==> config.mk <==
export PLATFORM = sky130hd
export DESIGN_NAME = voxel_particle_engine_unit_flat
export DESIGN_NICKNAME = d
export VERILOG_FILES = /design/src/vpe_pkg.sv /design/src/vpe_if.sv /design/src/vpe_datapath.sv /design/src/vpe_ctrl.sv /design/src/voxel_particle_engine_unit.sv /design/src/flat_wrapper.sv
export SDC_FILE = /design/constraint.sdc
export NUM_CORES = 2
export LEC_CHECK = 0
export BUFFER_PORTS_ARGS = -buffer_cell sky130_fd_sc_hd__buf_2
export CAP_MARGIN = 40
export CORE_MARGIN = 2
export CORE_UTILIZATION = 50
export CTS_BUF_LIST = sky130_fd_sc_hd__clkbuf_4
export CTS_CLUSTER_SIZE = 14
export DETAILED_ROUTE_END_ITERATION = 10
export HOLD_SLACK_MARGIN = 0.12
export PLACE_DENSITY = 0.79
export SYNTH_ARGS = -nofsm -noshare
export SYNTH_HDL_FRONTEND = slang
export SYNTH_HIERARCHICAL = 1
export SYNTH_SLANG_ARGS = --single-unit
==> constraint.sdc <==
create_clock -name clk -period 16.1 [get_ports clk]
set_input_delay 4.025 -clock clk [delete_from_list [all_inputs] [get_ports clk]]
set_output_delay 4.025 -clock clk [all_outputs]
set_load 0.05 [all_outputs]
==> src/vpe_pkg.sv <==
// shared types, constants and helpers for the voxel particle engine
package vpe_pkg;
	localparam int CubeSideDef = 8;
	localparam int SlotsDef = 16;
	localparam int QScale = 16;

	localparam logic [1:0] CMD_EMIT = 2'd0;
	localparam logic [1:0] CMD_STEP = 2'd1;
	localparam logic [1:0] CMD_CLEAR = 2'd2;
	localparam logic [1:0] CMD_UNUSED = 2'd3;

	localparam logic [2:0] KIND_EMITTED = 3'd0;
	localparam logic [2:0] KIND_NO_SLOTS = 3'd1;
	localparam logic [2:0] KIND_BAD_COORD = 3'd2;
	localparam logic [2:0] KIND_DRAW = 3'd3;
	localparam logic [2:0] KIND_STEP_DONE = 3'd4;
	localparam logic [2:0] KIND_CLEARED = 3'd5;

	localparam logic [1:0] REG_SLOT_COUNT = 2'd0;
	localparam logic [1:0] REG_GRAVITY = 2'd1;
	localparam logic [1:0] REG_DRAG = 2'd2;
	localparam logic [1:0] REG_INITIAL_LIFE = 2'd3;

	typedef struct packed {
		logic [1:0] cmd;
		logic signed [15:0] pos_x;
		logic signed [15:0] pos_y;
		logic signed [15:0] pos_z;
		logic signed [7:0] vel_x;
		logic signed [7:0] vel_y;
		logic signed [7:0] vel_z;
		logic [7:0] red;
		logic [7:0] green;
		logic [7:0] blue;
	} in_item_t;

	typedef struct packed {
		logic [2:0] kind;
		logic [2:0] voxel_x;
		logic [2:0] voxel_y;
		logic [2:0] voxel_z;
		logic [7:0] out_red;
		logic [7:0] out_green;
		logic [7:0] out_blue;
		logic last;
	} out_item_t;

	typedef struct packed {
		logic [2:0] index;
		logic [7:0] data;
	} cfg_item_t;

	// controller to datapath
	typedef struct packed {
		logic load;       // capture input item, reset walk
		logic scan_rd;    // issue read of current slot
		logic scan_evl;   // evaluate read data
		logic emit_wr;    // write selected slot
		logic step_wr;    // write back stepped slot
		logic clear;      // clear all active bits
		logic adv;        // advance slot index
		logic sel_first;  // pick the current slot as emit target
	} cmd_t;

	// datapath to controller
	typedef struct packed {
		logic [1:0] cmd;
		logic no_slots;
		logic bad_coord;
		logic at_end;
		logic cur_active;
		logic survive;
	} sts_t;

	// truncating division of a signed product by 255
	function automatic logic signed [7:0] div255(input logic signed [16:0] p);
		logic [16:0] a;
		logic [24:0] m;
		logic [8:0] q;
		logic [16:0] r;
		begin
			a = p[16] ? 17'(-p) : p;
			m = 25'(a) * 25'd257;
			q = 9'(m >> 16);
			r = a - 17'(q) * 17'd255;
			if (r >= 17'd255) q = q + 9'd1;
			div255 = p[16] ? 8'(-q) : 8'(q);
		end
	endfunction
endpackage

==> src/vpe_if.sv <==
// valid/ready channel interfaces
interface vpe_in_if;
	logic valid;
	logic ready;
	vpe_pkg::in_item_t data;
	modport source (output valid, output data, input ready);
	modport sink (input valid, input data, output ready);
endinterface

interface vpe_out_if;
	logic valid;
	logic ready;
	vpe_pkg::out_item_t data;
	modport source (output valid, output data, input ready);
	modport sink (input valid, input data, output ready);
endinterface

interface vpe_cfg_if;
	logic valid;
	logic ready;
	vpe_pkg::cfg_item_t data;
	modport source (output valid, output data, input ready);
	modport sink (input valid, input data, output ready);
endinterface

==> src/vpe_datapath.sv <==
// slot table, config registers and particle arithmetic
module vpe_datapath #(
	parameter int CUBE_SIDE = vpe_pkg::CubeSideDef,
	parameter int PARTICLE_SLOTS = vpe_pkg::SlotsDef
) (
	input  logic clk,
	input  logic arst_n,
	input  vpe_pkg::in_item_t in_data,
	input  logic cfg_we,
	input  vpe_pkg::cfg_item_t cfg_data,
	input  vpe_pkg::cmd_t ctl,
	output vpe_pkg::sts_t sts,
	output logic [2:0] dv_x,
	output logic [2:0] dv_y,
	output logic [2:0] dv_z,
	output logic [23:0] dcol
);
	import vpe_pkg::*;
	localparam int IW = (PARTICLE_SLOTS > 1) ? $clog2(PARTICLE_SLOTS) : 1;
	localparam int CW = $clog2(PARTICLE_SLOTS + 1);
	localparam int PW = $clog2(CUBE_SIDE * QScale);
	localparam int QMAX = CUBE_SIDE * QScale - 1;
	localparam int MW = 3 * PW + 24 + 8 + 24;

	logic [4:0] slot_count_q;
	logic signed [7:0] gravity_q;
	logic [7:0] drag_q, life_init_q;
	in_item_t item_q;
	logic [CW-1:0] idx_q;
	logic [CW-1:0] n_w;
	logic [PARTICLE_SLOTS-1:0] active_q;
	logic [MW-1:0] mem [PARTICLE_SLOTS];
	logic [MW-1:0] rd_q;
	logic [IW-1:0] sel_q;
	logic [7:0] sel_life_q;
	logic [IW-1:0] idx_w;

	logic [PW-1:0] px, py, pz;
	logic signed [7:0] vx, vy, vz;
	logic [7:0] life;
	logic [23:0] col;
	logic signed [8:0] vy_g;
	logic signed [7:0] vy_s, nvx, nvy, nvz;
	logic signed [16:0] prod_x_s1, prod_y_s1, prod_z_s1;
	logic signed [PW+1:0] npx, npy, npz;
	logic [7:0] nlife;
	logic [MW-1:0] wr_d;

	assign idx_w = idx_q[IW-1:0];
	assign n_w = (int'(slot_count_q) > PARTICLE_SLOTS) ? CW'(PARTICLE_SLOTS) : CW'(slot_count_q);
	assign {px, py, pz, vx, vy, vz, life, col} = rd_q;

	always_ff @(posedge clk or negedge arst_n) begin
		if (!arst_n) begin
			slot_count_q <= 5'd0;
			gravity_q <= 8'sd0;
			drag_q <= 8'd255;
			life_init_q <= 8'd1;
		end else if (cfg_we) begin
			case (cfg_data.index)
				3'(REG_SLOT_COUNT): slot_count_q <= cfg_data.data[4:0];
				3'(REG_GRAVITY): gravity_q <= cfg_data.data;
				3'(REG_DRAG): drag_q <= cfg_data.data;
				3'(REG_INITIAL_LIFE): life_init_q <= cfg_data.data;
				default: ;
			endcase
		end
	end

	// drag products of the slot read back, registered before use
	always_ff @(posedge clk) begin
		prod_x_s1 <= 17'(vx) * $signed({9'd0, drag_q});
		prod_y_s1 <= 17'(vy_s) * $signed({9'd0, drag_q});
		prod_z_s1 <= 17'(vz) * $signed({9'd0, drag_q});
	end

	always_ff @(posedge clk) begin
		if (ctl.load) item_q <= in_data;
		if (ctl.scan_rd) rd_q <= mem[idx_w];
		if (ctl.emit_wr)
			mem[sel_q] <= {PW'(item_q.pos_x[7:0] * 8'(QScale)),
				PW'(item_q.pos_y[7:0] * 8'(QScale)), PW'(item_q.pos_z[7:0] * 8'(QScale)),
				item_q.vel_x, item_q.vel_y, item_q.vel_z, life_init_q,
				item_q.red, item_q.green, item_q.blue};
		if (ctl.step_wr) mem[idx_w] <= wr_d;
		if (ctl.load) begin
			sel_q <= '0;
			sel_life_q <= '0;
		end else if (ctl.sel_first) begin
			sel_q <= idx_w;
		end else if (ctl.scan_evl && (idx_q == '0 || life < sel_life_q)) begin
			sel_q <= idx_w;
			sel_life_q <= life;
		end
	end

	always_ff @(posedge clk or negedge arst_n) begin
		if (!arst_n) begin
			active_q <= '0;
			idx_q <= '0;
		end else begin
			if (ctl.load) idx_q <= '0;
			else if (ctl.adv) idx_q <= idx_q + CW'(1);
			if (ctl.clear) active_q <= '0;
			else if (ctl.emit_wr) active_q[sel_q] <= 1'b1;
			else if (ctl.step_wr && !sts.survive) active_q[idx_w] <= 1'b0;
		end
	end

	always_comb begin
		vy_g = 9'(vy) + 9'(gravity_q);
		vy_s = (vy_g < -9'sd128) ? -8'sd128 : (vy_g > 9'sd127) ? 8'sd127 : 8'(vy_g);
		nvx = div255(prod_x_s1);
		nvy = div255(prod_y_s1);
		nvz = div255(prod_z_s1);
		npx = $signed({2'b00, px}) + (PW+2)'(nvx);
		npy = $signed({2'b00, py}) + (PW+2)'(nvy);
		npz = $signed({2'b00, pz}) + (PW+2)'(nvz);
		nlife = life - 8'd1;
		wr_d = {npx[PW-1:0], npy[PW-1:0], npz[PW-1:0], nvx, nvy, nvz, nlife, col};
	end

	assign sts.cmd = item_q.cmd;
	assign sts.no_slots = (n_w == '0);
	assign sts.bad_coord = item_q.pos_x < 0 || item_q.pos_x >= 16'(CUBE_SIDE)
		|| item_q.pos_y < 0 || item_q.pos_y >= 16'(CUBE_SIDE)
		|| item_q.pos_z < 0 || item_q.pos_z >= 16'(CUBE_SIDE);
	assign sts.at_end = (idx_q >= n_w);
	assign sts.cur_active = active_q[idx_w];
	assign sts.survive = nlife != 8'd0 && npx >= 0 && npx <= (PW+2)'(QMAX)
		&& npy >= 0 && npy <= (PW+2)'(QMAX) && npz >= 0 && npz <= (PW+2)'(QMAX);
	assign dv_x = 3'(npx[PW-1:4]);
	assign dv_y = 3'(npy[PW-1:4]);
	assign dv_z = 3'(npz[PW-1:4]);
	assign dcol = col;
endmodule

==> src/vpe_ctrl.sv <==
// command sequencer walking the slot table
module vpe_ctrl (
	input  logic clk,
	input  logic arst_n,
	input  logic in_valid,
	output logic in_ready,
	output logic out_valid,
	input  logic out_ready,
	output logic [2:0] out_kind,
	output logic out_last,
	output logic out_draw,
	output vpe_pkg::cmd_t ctl,
	input  vpe_pkg::sts_t sts
);
	import vpe_pkg::*;
	localparam logic [2:0] S_IDLE = 3'd0;
	localparam logic [2:0] S_DEC = 3'd1;
	localparam logic [2:0] S_RD = 3'd2;
	localparam logic [2:0] S_EVL = 3'd3;
	localparam logic [2:0] S_WR = 3'd4;
	localparam logic [2:0] S_OUT = 3'd5;

	logic [2:0] state_q;
	logic [2:0] kind_q;
	logic last_q, ov_q, draw_q, found_q;
	logic room, ov_set;

	assign room = !ov_q || out_ready;
	assign in_ready = (state_q == S_IDLE);
	assign out_valid = ov_q;
	assign out_kind = kind_q;
	assign out_last = last_q;
	assign out_draw = draw_q;

	always_comb begin
		ctl = '0;
		ctl.load = in_valid && state_q == S_IDLE;
		case (state_q)
			S_RD: begin
				ctl.scan_rd = !sts.at_end;
				ctl.adv = sts.cmd == CMD_STEP && !sts.at_end && !sts.cur_active;
			end
			S_EVL: begin
				if (sts.cmd == CMD_EMIT) begin
					ctl.scan_evl = sts.cur_active;
					ctl.sel_first = !sts.cur_active;
					ctl.adv = 1'b1;
				end
			end
			S_WR: begin
				if (sts.cmd == CMD_EMIT) ctl.emit_wr = room;
				else if (room || !sts.survive) begin
					ctl.step_wr = 1'b1;
					ctl.adv = 1'b1;
				end
			end
			S_DEC: begin
				ctl.clear = sts.cmd == CMD_CLEAR && room;
			end
			default: ;
		endcase
	end

	// a new item enters the output register
	always_comb begin
		ov_set = 1'b0;
		case (state_q)
			S_DEC: ov_set = room && sts.cmd != CMD_STEP && sts.cmd != CMD_UNUSED
				&& !(sts.cmd == CMD_EMIT && !sts.no_slots && !sts.bad_coord);
			S_WR: ov_set = room && (sts.cmd == CMD_EMIT || sts.survive);
			S_OUT: ov_set = room;
			default: ;
		endcase
	end

	always_ff @(posedge clk or negedge arst_n) begin
		if (!arst_n) begin
			state_q <= S_IDLE;
			ov_q <= 1'b0;
			kind_q <= KIND_EMITTED;
			last_q <= 1'b0;
			draw_q <= 1'b0;
			found_q <= 1'b0;
		end else begin
			if (ov_set) ov_q <= 1'b1;
			else if (out_ready) ov_q <= 1'b0;
			case (state_q)
				S_IDLE: if (in_valid) begin
					state_q <= S_DEC;
					found_q <= 1'b0;
				end
				S_DEC: begin
					if (sts.cmd == CMD_STEP) state_q <= S_RD;
					else if (sts.cmd == CMD_EMIT && !sts.no_slots && !sts.bad_coord)
						state_q <= S_RD;
					else if (sts.cmd == CMD_UNUSED) state_q <= S_IDLE;
					else if (room) begin
						last_q <= 1'b1;
						draw_q <= 1'b0;
						kind_q <= sts.cmd == CMD_CLEAR ? KIND_CLEARED
							: sts.no_slots ? KIND_NO_SLOTS : KIND_BAD_COORD;
						state_q <= S_IDLE;
					end
				end
				S_RD: begin
					if (sts.at_end || (sts.cmd == CMD_EMIT && found_q)) begin
						state_q <= sts.cmd == CMD_EMIT ? S_WR : S_OUT;
					end else if (sts.cmd == CMD_STEP && !sts.cur_active) begin
						state_q <= S_RD;
					end else begin
						state_q <= S_EVL;
					end
				end
				S_EVL: begin
					if (sts.cmd == CMD_EMIT) begin
						found_q <= !sts.cur_active;
						state_q <= S_RD;
					end else state_q <= S_WR;
				end
				S_WR: begin
					if (sts.cmd == CMD_EMIT) begin
						if (room) begin
							last_q <= 1'b1;
							draw_q <= 1'b0;
							kind_q <= KIND_EMITTED;
							state_q <= S_IDLE;
						end
					end else if (!sts.survive) state_q <= S_RD;
					else if (room) begin
						last_q <= 1'b0;
						draw_q <= 1'b1;
						kind_q <= KIND_DRAW;
						state_q <= S_RD;
					end
				end
				S_OUT: if (room) begin
					last_q <= 1'b1;
					draw_q <= 1'b0;
					kind_q <= KIND_STEP_DONE;
					state_q <= S_IDLE;
				end
				default: state_q <= S_IDLE;
			endcase
		end
	end

	a_one_wr: assert property (@(posedge clk) disable iff (!arst_n)
		!(ctl.emit_wr && ctl.step_wr)) else $error("two writes at once");
	a_ready_idle: assert property (@(posedge clk) disable iff (!arst_n)
		in_ready |-> !ctl.emit_wr && !ctl.step_wr) else $error("busy while ready");
	a_last_kind: assert property (@(posedge clk) disable iff (!arst_n)
		(ov_q && kind_q == KIND_DRAW) |-> !last_q) else $error("draw marked last");
endmodule

==> src/voxel_particle_engine_unit.sv <==
// Particle engine top level. One command is in flight at a time and the controller walks the
// slot table slot by slot, so the time of an item is set by the slot count in use.
// Emit scans the slots up to the first free one, or every slot in use when none is free; step
// reads each slot in use and writes back only the active ones; clear, refused emits and the
// unused command are settled in the decode state. A result waiting on a stalled output holds
// the walk for the length of the stall. At most one slot of the table is read or written per
// cycle; results leave through a registered output stage.
module voxel_particle_engine_unit #(
	parameter int CUBE_SIDE = vpe_pkg::CubeSideDef,
	parameter int PARTICLE_SLOTS = vpe_pkg::SlotsDef
) (
	input logic clk,
	input logic arst_n,
	vpe_in_if.sink in_ch,
	vpe_out_if.source out_ch,
	vpe_cfg_if.sink cfg_ch
);
	import vpe_pkg::*;
	cmd_t ctl;
	sts_t sts;
	logic [2:0] dv_x, dv_y, dv_z, kind;
	logic [23:0] dcol;
	logic last, draw;
	logic [2:0] vx_q, vy_q, vz_q;
	logic [23:0] col_q;

	assign cfg_ch.ready = 1'b1;

	vpe_ctrl u_ctrl (
		.clk, .arst_n,
		.in_valid(in_ch.valid), .in_ready(in_ch.ready),
		.out_valid(out_ch.valid), .out_ready(out_ch.ready),
		.out_kind(kind), .out_last(last), .out_draw(draw),
		.ctl, .sts
	);

	vpe_datapath #(.CUBE_SIDE(CUBE_SIDE), .PARTICLE_SLOTS(PARTICLE_SLOTS)) u_dp (
		.clk, .arst_n,
		.in_data(in_ch.data),
		.cfg_we(cfg_ch.valid), .cfg_data(cfg_ch.data),
		.ctl, .sts, .dv_x, .dv_y, .dv_z, .dcol
	);

	always_ff @(posedge clk) begin
		if (ctl.step_wr && sts.survive) begin
			vx_q <= dv_x;
			vy_q <= dv_y;
			vz_q <= dv_z;
			col_q <= dcol;
		end
	end

	assign out_ch.data.kind = kind;
	assign out_ch.data.last = last;
	assign out_ch.data.voxel_x = draw ? vx_q : 3'd0;
	assign out_ch.data.voxel_y = draw ? vy_q : 3'd0;
	assign out_ch.data.voxel_z = draw ? vz_q : 3'd0;
	assign out_ch.data.out_red = draw ? col_q[23:16] : 8'd0;
	assign out_ch.data.out_green = draw ? col_q[15:8] : 8'd0;
	assign out_ch.data.out_blue = draw ? col_q[7:0] : 8'd0;
endmodule
==> src/flat_wrapper.sv <==
// flat-port wrapper written by rule: the top's interface ports become plain ports
module voxel_particle_engine_unit_flat import vpe_pkg::*;
#(
	parameter int CUBE_SIDE = vpe_pkg::CubeSideDef,
	parameter int PARTICLE_SLOTS = vpe_pkg::SlotsDef
)
  (clk, arst_n, in_ch_valid, in_ch_data, in_ch_ready, out_ch_valid, out_ch_data, out_ch_ready, cfg_ch_valid, cfg_ch_data, cfg_ch_ready);
  vpe_in_if in_ch_i ();
  vpe_out_if out_ch_i ();
  vpe_cfg_if cfg_ch_i ();
  input logic clk;
  input logic arst_n;
  input wire logic [$bits(in_ch_i.valid)-1:0] in_ch_valid;
  input wire logic [$bits(in_ch_i.data)-1:0] in_ch_data;
  output wire logic [$bits(in_ch_i.ready)-1:0] in_ch_ready;
  output wire logic [$bits(out_ch_i.valid)-1:0] out_ch_valid;
  output wire logic [$bits(out_ch_i.data)-1:0] out_ch_data;
  input wire logic [$bits(out_ch_i.ready)-1:0] out_ch_ready;
  input wire logic [$bits(cfg_ch_i.valid)-1:0] cfg_ch_valid;
  input wire logic [$bits(cfg_ch_i.data)-1:0] cfg_ch_data;
  output wire logic [$bits(cfg_ch_i.ready)-1:0] cfg_ch_ready;
  assign in_ch_i.valid = in_ch_valid;
  assign in_ch_i.data = in_ch_data;
  assign in_ch_ready = in_ch_i.ready;
  assign out_ch_valid = out_ch_i.valid;
  assign out_ch_data = out_ch_i.data;
  assign out_ch_i.ready = out_ch_ready;
  assign cfg_ch_i.valid = cfg_ch_valid;
  assign cfg_ch_i.data = cfg_ch_data;
  assign cfg_ch_ready = cfg_ch_i.ready;
  voxel_particle_engine_unit #(.CUBE_SIDE(CUBE_SIDE), .PARTICLE_SLOTS(PARTICLE_SLOTS)) u_core (.clk(clk), .arst_n(arst_n), .in_ch(in_ch_i), .out_ch(out_ch_i), .cfg_ch(cfg_ch_i));
endmodule
Word level (Yosys, flattened, before mapping)
Memories as Yosys holds them, arrays and structs flattened. A register that Yosys moved wholly into a read port is not among the register bits.
Index checks and enable logic that the tools add are counted.
- $add $sub $neg: 18
- multiply operators: 9
- div/mod/pow operators: 0
- $lt $le $gt $ge: 24
- equal/unequal tests: 25
- shift-type cells: 0
- multiplexer cells: 96
- bitwise gates (word level): 4
- reductions and logical operators: 62
- operator list (cell ; number):
    8-bit 2-to-1 mux ; 11
    77-bit 2-to-1 mux ; 1
    77-bit OR reduction ; 1
    17-bit by 9-bit multiplier with 25-bit output (second input constant) ; 3
    3-bit 2-to-1 mux ; 23
    17-bit by 8-bit >= comparator with 1-bit output (second input constant) ; 3
    8-bit by 9-bit multiplier with 17-bit output ; 3
    9-bit by 8-bit multiplier with 17-bit output (second input constant) ; 3
    17-bit 2-to-1 mux ; 3
    17-bit negation ; 3
    17-bit subtractor ; 3
    16-bit by 5-bit >= comparator with 1-bit output (second input constant) ; 3
    16-bit by 1-bit less-than comparator with 1-bit output (second input constant) ; 3
    16-bit 2-to-1 mux ; 3
    8-bit by 8-bit adder with 9-bit output ; 4
    1-bit 2-to-1 mux ; 36
    9-bit by 1-bit >= comparator with 1-bit output (second input constant) ; 3
    9-bit by 8-bit less-or-equal comparator with 1-bit output (second input constant) ; 3
    8-bit by 1-bit adder with 8-bit output (second input constant) ; 3
    8-bit negation ; 3
    1-bit logical AND ; 23
    3-bit case mux with 6 select lines ; 1
    16-bit bitwise AND ; 1
    2-bit inequality test (second input constant) ; 8
    41 further kinds ; 87
- flip-flop bits (word level): 254
- bits in latches: 0
- RAM bits: 1232
- ROM bits: 0
- input bits: 114
- output and inout bits: 40
- memories: 1
- memories (memory ; words ; bits a word ; rd ports ; clocked after memory_dff ; write ports ; RTL line ; RTL):
    u_core.u_dp.mem ; 16 ; 77 ; 1 ; 1 ; 1 ; vpe_datapath.sv:32 ; logic [MW-1:0] mem [PARTICLE_SLOTS];

Longest topological paths before layout
- depth in word-level cells: 26
- mapped depth: 65
- depth with buffers taken out: 58

Modules after synthesis
The synthesis kept the hierarchy.
- modules (own cells, without submodules) (module ; instances ; cells an instance ; area each (um^2)):
    vpe_datapath ; 1 ; 6949 ; 87522.7
    voxel_particle_engine_unit ; 1 ; 73 ; 1278.7
    vpe_ctrl ; 1 ; 80 ; 747.0

Worst setup path after synthesis
Ideal clock, no wire load.
- path kind: register -> register
- from: register u_core.u_dp.prod_y_s1[4]
- to: memory u_core/u_dp/mem[0][0] (netlist name), enable pin
- setup time: 773 ps
- arrival: 15169 ps
- required time: 15327 ps
- slack: 158 ps
- cell stages (with the launch flop): 63
- clock period less this slack: 15942 ps
- path through: dfxtp_1 > or4_1 > or3_1 > o21ai_0 > xor2_1 > inv_1 > ha_1 > ha_1 > ha_1 > and4_1 > nand2_1 > a211oi_1 > o221ai_1 > a21oi_1 > and3_1 > nand2_1 > xnor2_1 > inv_1 > (+27 left out) > a21oi_1 > o21bai_1 > a21oi_1 > nor2b_1 > o21ai_0 > nand2b_1 > mux2i_1 > o2111ai_4 > buf_6 > inv_2 > a21oi_1 > clkbuf_1 > clkbuf_1 > nand3_1 > clkbuf_1 > clkbuf_1 > buf_1 > nand2_1
- RTL lines (item ; RTL line ; RTL):
    start, declared ; vpe_datapath.sv:44 ; logic signed [16:0] prod_x_s1, prod_y_s1, prod_z_s1;
    start signal, assigned ; vpe_datapath.sv:73 ; prod_y_s1 <= 17'(vy_s) * $signed({9'd0, drag_q});
    end, declared ; vpe_datapath.sv:32 ;

==> flow_summary.ini <==
[synth]
syn_area_um2 = 89550
netlist_instances = 7102
synth_async_sr_flop_share_pct = 3.839
post_synth_num_cell_types = 116
largest_family_of_logic_cells_by_synthesized_area = multiplexers
mappedNetlistNets = 7845
edff_count_synth = 1440
xor_xnor_cell_area_share_of_the_yosys_netlist_pct = 1.899
yosys_warnings = 6
post_synth.cell_area_avg_um2 = 12.61
seq_area_frac_synth_pct = 51.39
synthSimpleGateAreaFrac_pct = 8.186
synth.ff_latch_count = 1563
synth.area.mux_share_pct = 15.47
synth_compound_area_share_pct = 7.148
synth_adder_area_share_pct = 10.92
ys_dominant_reg_cell = edfxtp_1

[layout]
multiInputGateArea_um2 = 39470
drive_above_1_share_pct = 25.23
sequential_cell_area_um2 = 46030
layout.cells.most_common_list = edfxtp_1, nand2_1, o21ai_0
layoutNonFillerInstCount = 9847
filler_cell_count = 14066
syn_to_final_growth_pct = 9.301
final_net_count = 7973
layout.cells.most_common = edfxtp_1

[min_path]
hold_start = u_core/u_dp/sel_life_q[3]
hold_path_depth = 2
worst_hold_check_path_type = flip-flop to flip-flop
worst_hold_path.endpoint = u_core/u_dp/sel_life_q[3]

[floorplanning]
placement_rows = 155
initial_utilization_pct = 50.24
chipHeight_um = 427.2
die_area_um2 = 182500
design.core.area_um2 = 178200
dieWidth_um = 427.2
pin_count = 154

[global_route]
grt_first_pass_wirelength_um = 359000
number_of_global_route_vias_before_repair = 61024
grt_start_max_net_pins = 120
grt_overflow = 0
grt.total_usage_pct = 25.80
initial_antenna_violation_count = 11

[drt]
drt_iter0_markers = 7106
drt-pass1-iter-count = 6
num_vias = 59642
drt-total-wl_um = 234600
avgViaCountPerCell = 6.057
post_drt_antenna_nets = 0
wl_per_cell_um = 23.82
remaining_routing_drc_violations = 0

[setup_path]
crit_required_ns = 17.11
largest_delay_share_family_worst_path = adder cells
timing.rr.end = u_core/u_dp/mem[12][17]
critical-path-max-stage-delay_ns = 0.70
reg2reg_from = u_core/u_dp/prod_z_s1[0]
timing.reg2reg.worst_path_depth = 57
arrival_ns = 16.13
timing.critical_path.buf_inv = 13
crit_type = flip-flop to flip-flop
setup.worst_path.end_class = flip-flop
critical_path.slowest_cell = buf_4
rrSetupSlack_ns = 0.98
start_kind = flip-flop
critical_path_peak_fanout = 54
crit_start = u_core/u_dp/prod_z_s1[0]

[cts]
ctsHtreeMaxLevel = 5
numCtsBuffers = 403
ctsLongestPathBuffers = 4
cts.sink_count = 1563
root_buffer_master = clkbuf_4
cts.clk_slew.worst_paths_ns = 0.06
cts_hold_repair.buffers = 0
cts_post_setup_buffers_inserted = 0
cts_tree = yes
post_cts.resized_instances = 0
insertion_delay_ns = 1.38

[placed_design]
place_hpwl_um = 142200
placer_congestion_estimate = 0.8933
post-place-cells = 9180
post-place-ws_ns = 1.042
port_buffers = 152

[timing]
worst_pin_slew_ns = 1.158
final.period_utilization_pct = 93.93
maxClockFrequency_mhz = 66.13
setup_slack_ns = 0.9780
rsz0062_at_grt = no
finalWorstPathRequiredPeriod_ns = 15.12
aggregate_negative_setup_slack_ns = 0
timing.hold.ws_ns = 0.5081
hold_violations = 0
fin_worst_skew_ns = 0.1426
slew_limit_fails = 0
number_of_failing_setup_endpoints_in_the_final_timing_report = 0
max_slew_margin_pct = 22.81

[flow_run]
timing.max_cap.violations = 0

[run_status]
status = finished, final reports clean
layout make-up:
class | instances | area share [%]
Antenna cell | 9 | 0.02301
Clock buffer | 579 | 4.441
Clock inverter | 79 | 0.4513
Inverter | 552 | 2.117
Multi-Input combinational cell | 4398 | 40.32
Sequential cell | 1563 | 47.03
Tap cell | 2355 | 3.010
Timing Repair Buffer | 312 | 2.607
sequential cells by signal, indices dropped and copies added, names as in the netlist, 2 cells and up:
| signal | count |
|---|---|
| u_core/col_q | 24 |
| u_core/u_ctrl/out_kind | 3 |
| u_core/u_ctrl/state_q | 3 |
| u_core/u_dp/active_q | 16 |
| u_core/u_dp/drag_q | 8 |
| u_core/u_dp/gravity_q | 8 |
| u_core/u_dp/idx_q | 5 |
| u_core/u_dp/item_q | 96 |
| u_core/u_dp/life_init_q | 8 |
| u_core/u_dp/mem | 1232 |
| u_core/u_dp/prod_x_s1 | 17 |
| u_core/u_dp/prod_y_s1 | 17 |
| u_core/u_dp/prod_z_s1 | 17 |
| u_core/u_dp/rd_q | 77 |
| u_core/u_dp/sel_life_q | 8 |
| u_core/u_dp/sel_q | 4 |
| u_core/u_dp/slot_count_q | 5 |
| u_core/u_dp/sts | 2 |
| u_core/vx_q | 3 |
| u_core/vy_q | 3 |
| u_core/vz_q | 3 |
tightest hold or removal path, cell delays in order (launching register included):
cell,delay [ns]
dfxtp_1,0.33
mux2i_1,0.07
nor2_1,0.07
synth_stat cells (all sizes together) (13+ instances only):
master | n | area share [%]
a21oi | 131 | 0.75
nand3 | 42 | 0.23
o21bai | 19 | 0.16
dfxtp | 63 | 1.4
o31ai | 21 | 0.20
nand2 | 841 | 3.5
a21o | 35 | 0.29
nor3 | 47 | 0.27
nand4 | 14 | 0.098
buf | 152 | 0.83
or2 | 22 | 0.15
nor4 | 20 | 0.15
ha | 376 | 5.3
nand2b | 41 | 0.29
xnor2 | 124 | 1.2
and2 | 147 | 1.1
nor2 | 340 | 1.4
a211oi | 22 | 0.23
and3 | 15 | 0.10
o21ai | 741 | 4.1
dfrtp | 51 | 1.4
clkbuf | 437 | 1.8
mux4 | 391 | 9.8
inv | 552 | 2.3
nor2b | 25 | 0.18
xor2 | 65 | 0.65
edfxtp | 1440 | 48
or3 | 26 | 0.19
mux2 | 423 | 5.3
nor3b | 13 | 0.11
fa | 253 | 5.7
o21a | 13 | 0.11
a31oi | 13 | 0.091
mux2i | 28 | 0.31
how the worst max path moves through the flow:
stage | to | cells past startpoint | slack [ns]
after floorplan | u_core/u_dp/mem[0][0] | 62 | 0.16
after global placement | u_core/u_dp/mem[12][5] | 55 | 1.05
after detailed placement | u_core/u_dp/mem[10][49] | 54 | 1.04
after CTS | u_core/u_dp/mem[12][17] | 55 | 0.98
after global routing | u_core/u_dp/mem[10][28] | 56 | 0.03
final | u_core/u_dp/mem[12][17] | 57 | 0.98
per-layer routing:
layer	routed length [µm]	up-vias	global-route usage, %
met5	44	-	0
met4	8634	6	10.50
met3	25280	626	5.114
met2	113100	3595	42.14
met1	87500	29432	33.87
li1	-	25983	-
logic make-up (layout without fill, tap and decap cells):
family,after synthesis,in the layout
simple gates,1632,1632
fa+ha+maj,630,630
compound gates,1103,1103
buf+inv,1141,1522
mux,842,842
flops,1563,1563
other cells,1,10
xor+xnor,190,190
metrics by stage:
stage / area, µm² / utilization [%]
after global placement: 92610 / 51.96
after floorplan: 89550 / -
after CTS: 97850 / 54.90
after detailed placement: 93060 / 52.21
final: 97880 / 54.92
after global routing: 97870 / 54.91
Power is left out: the tool's default activity adds up to more than one toggle a clock period on the data nets, which glitch-free logic cannot reach.
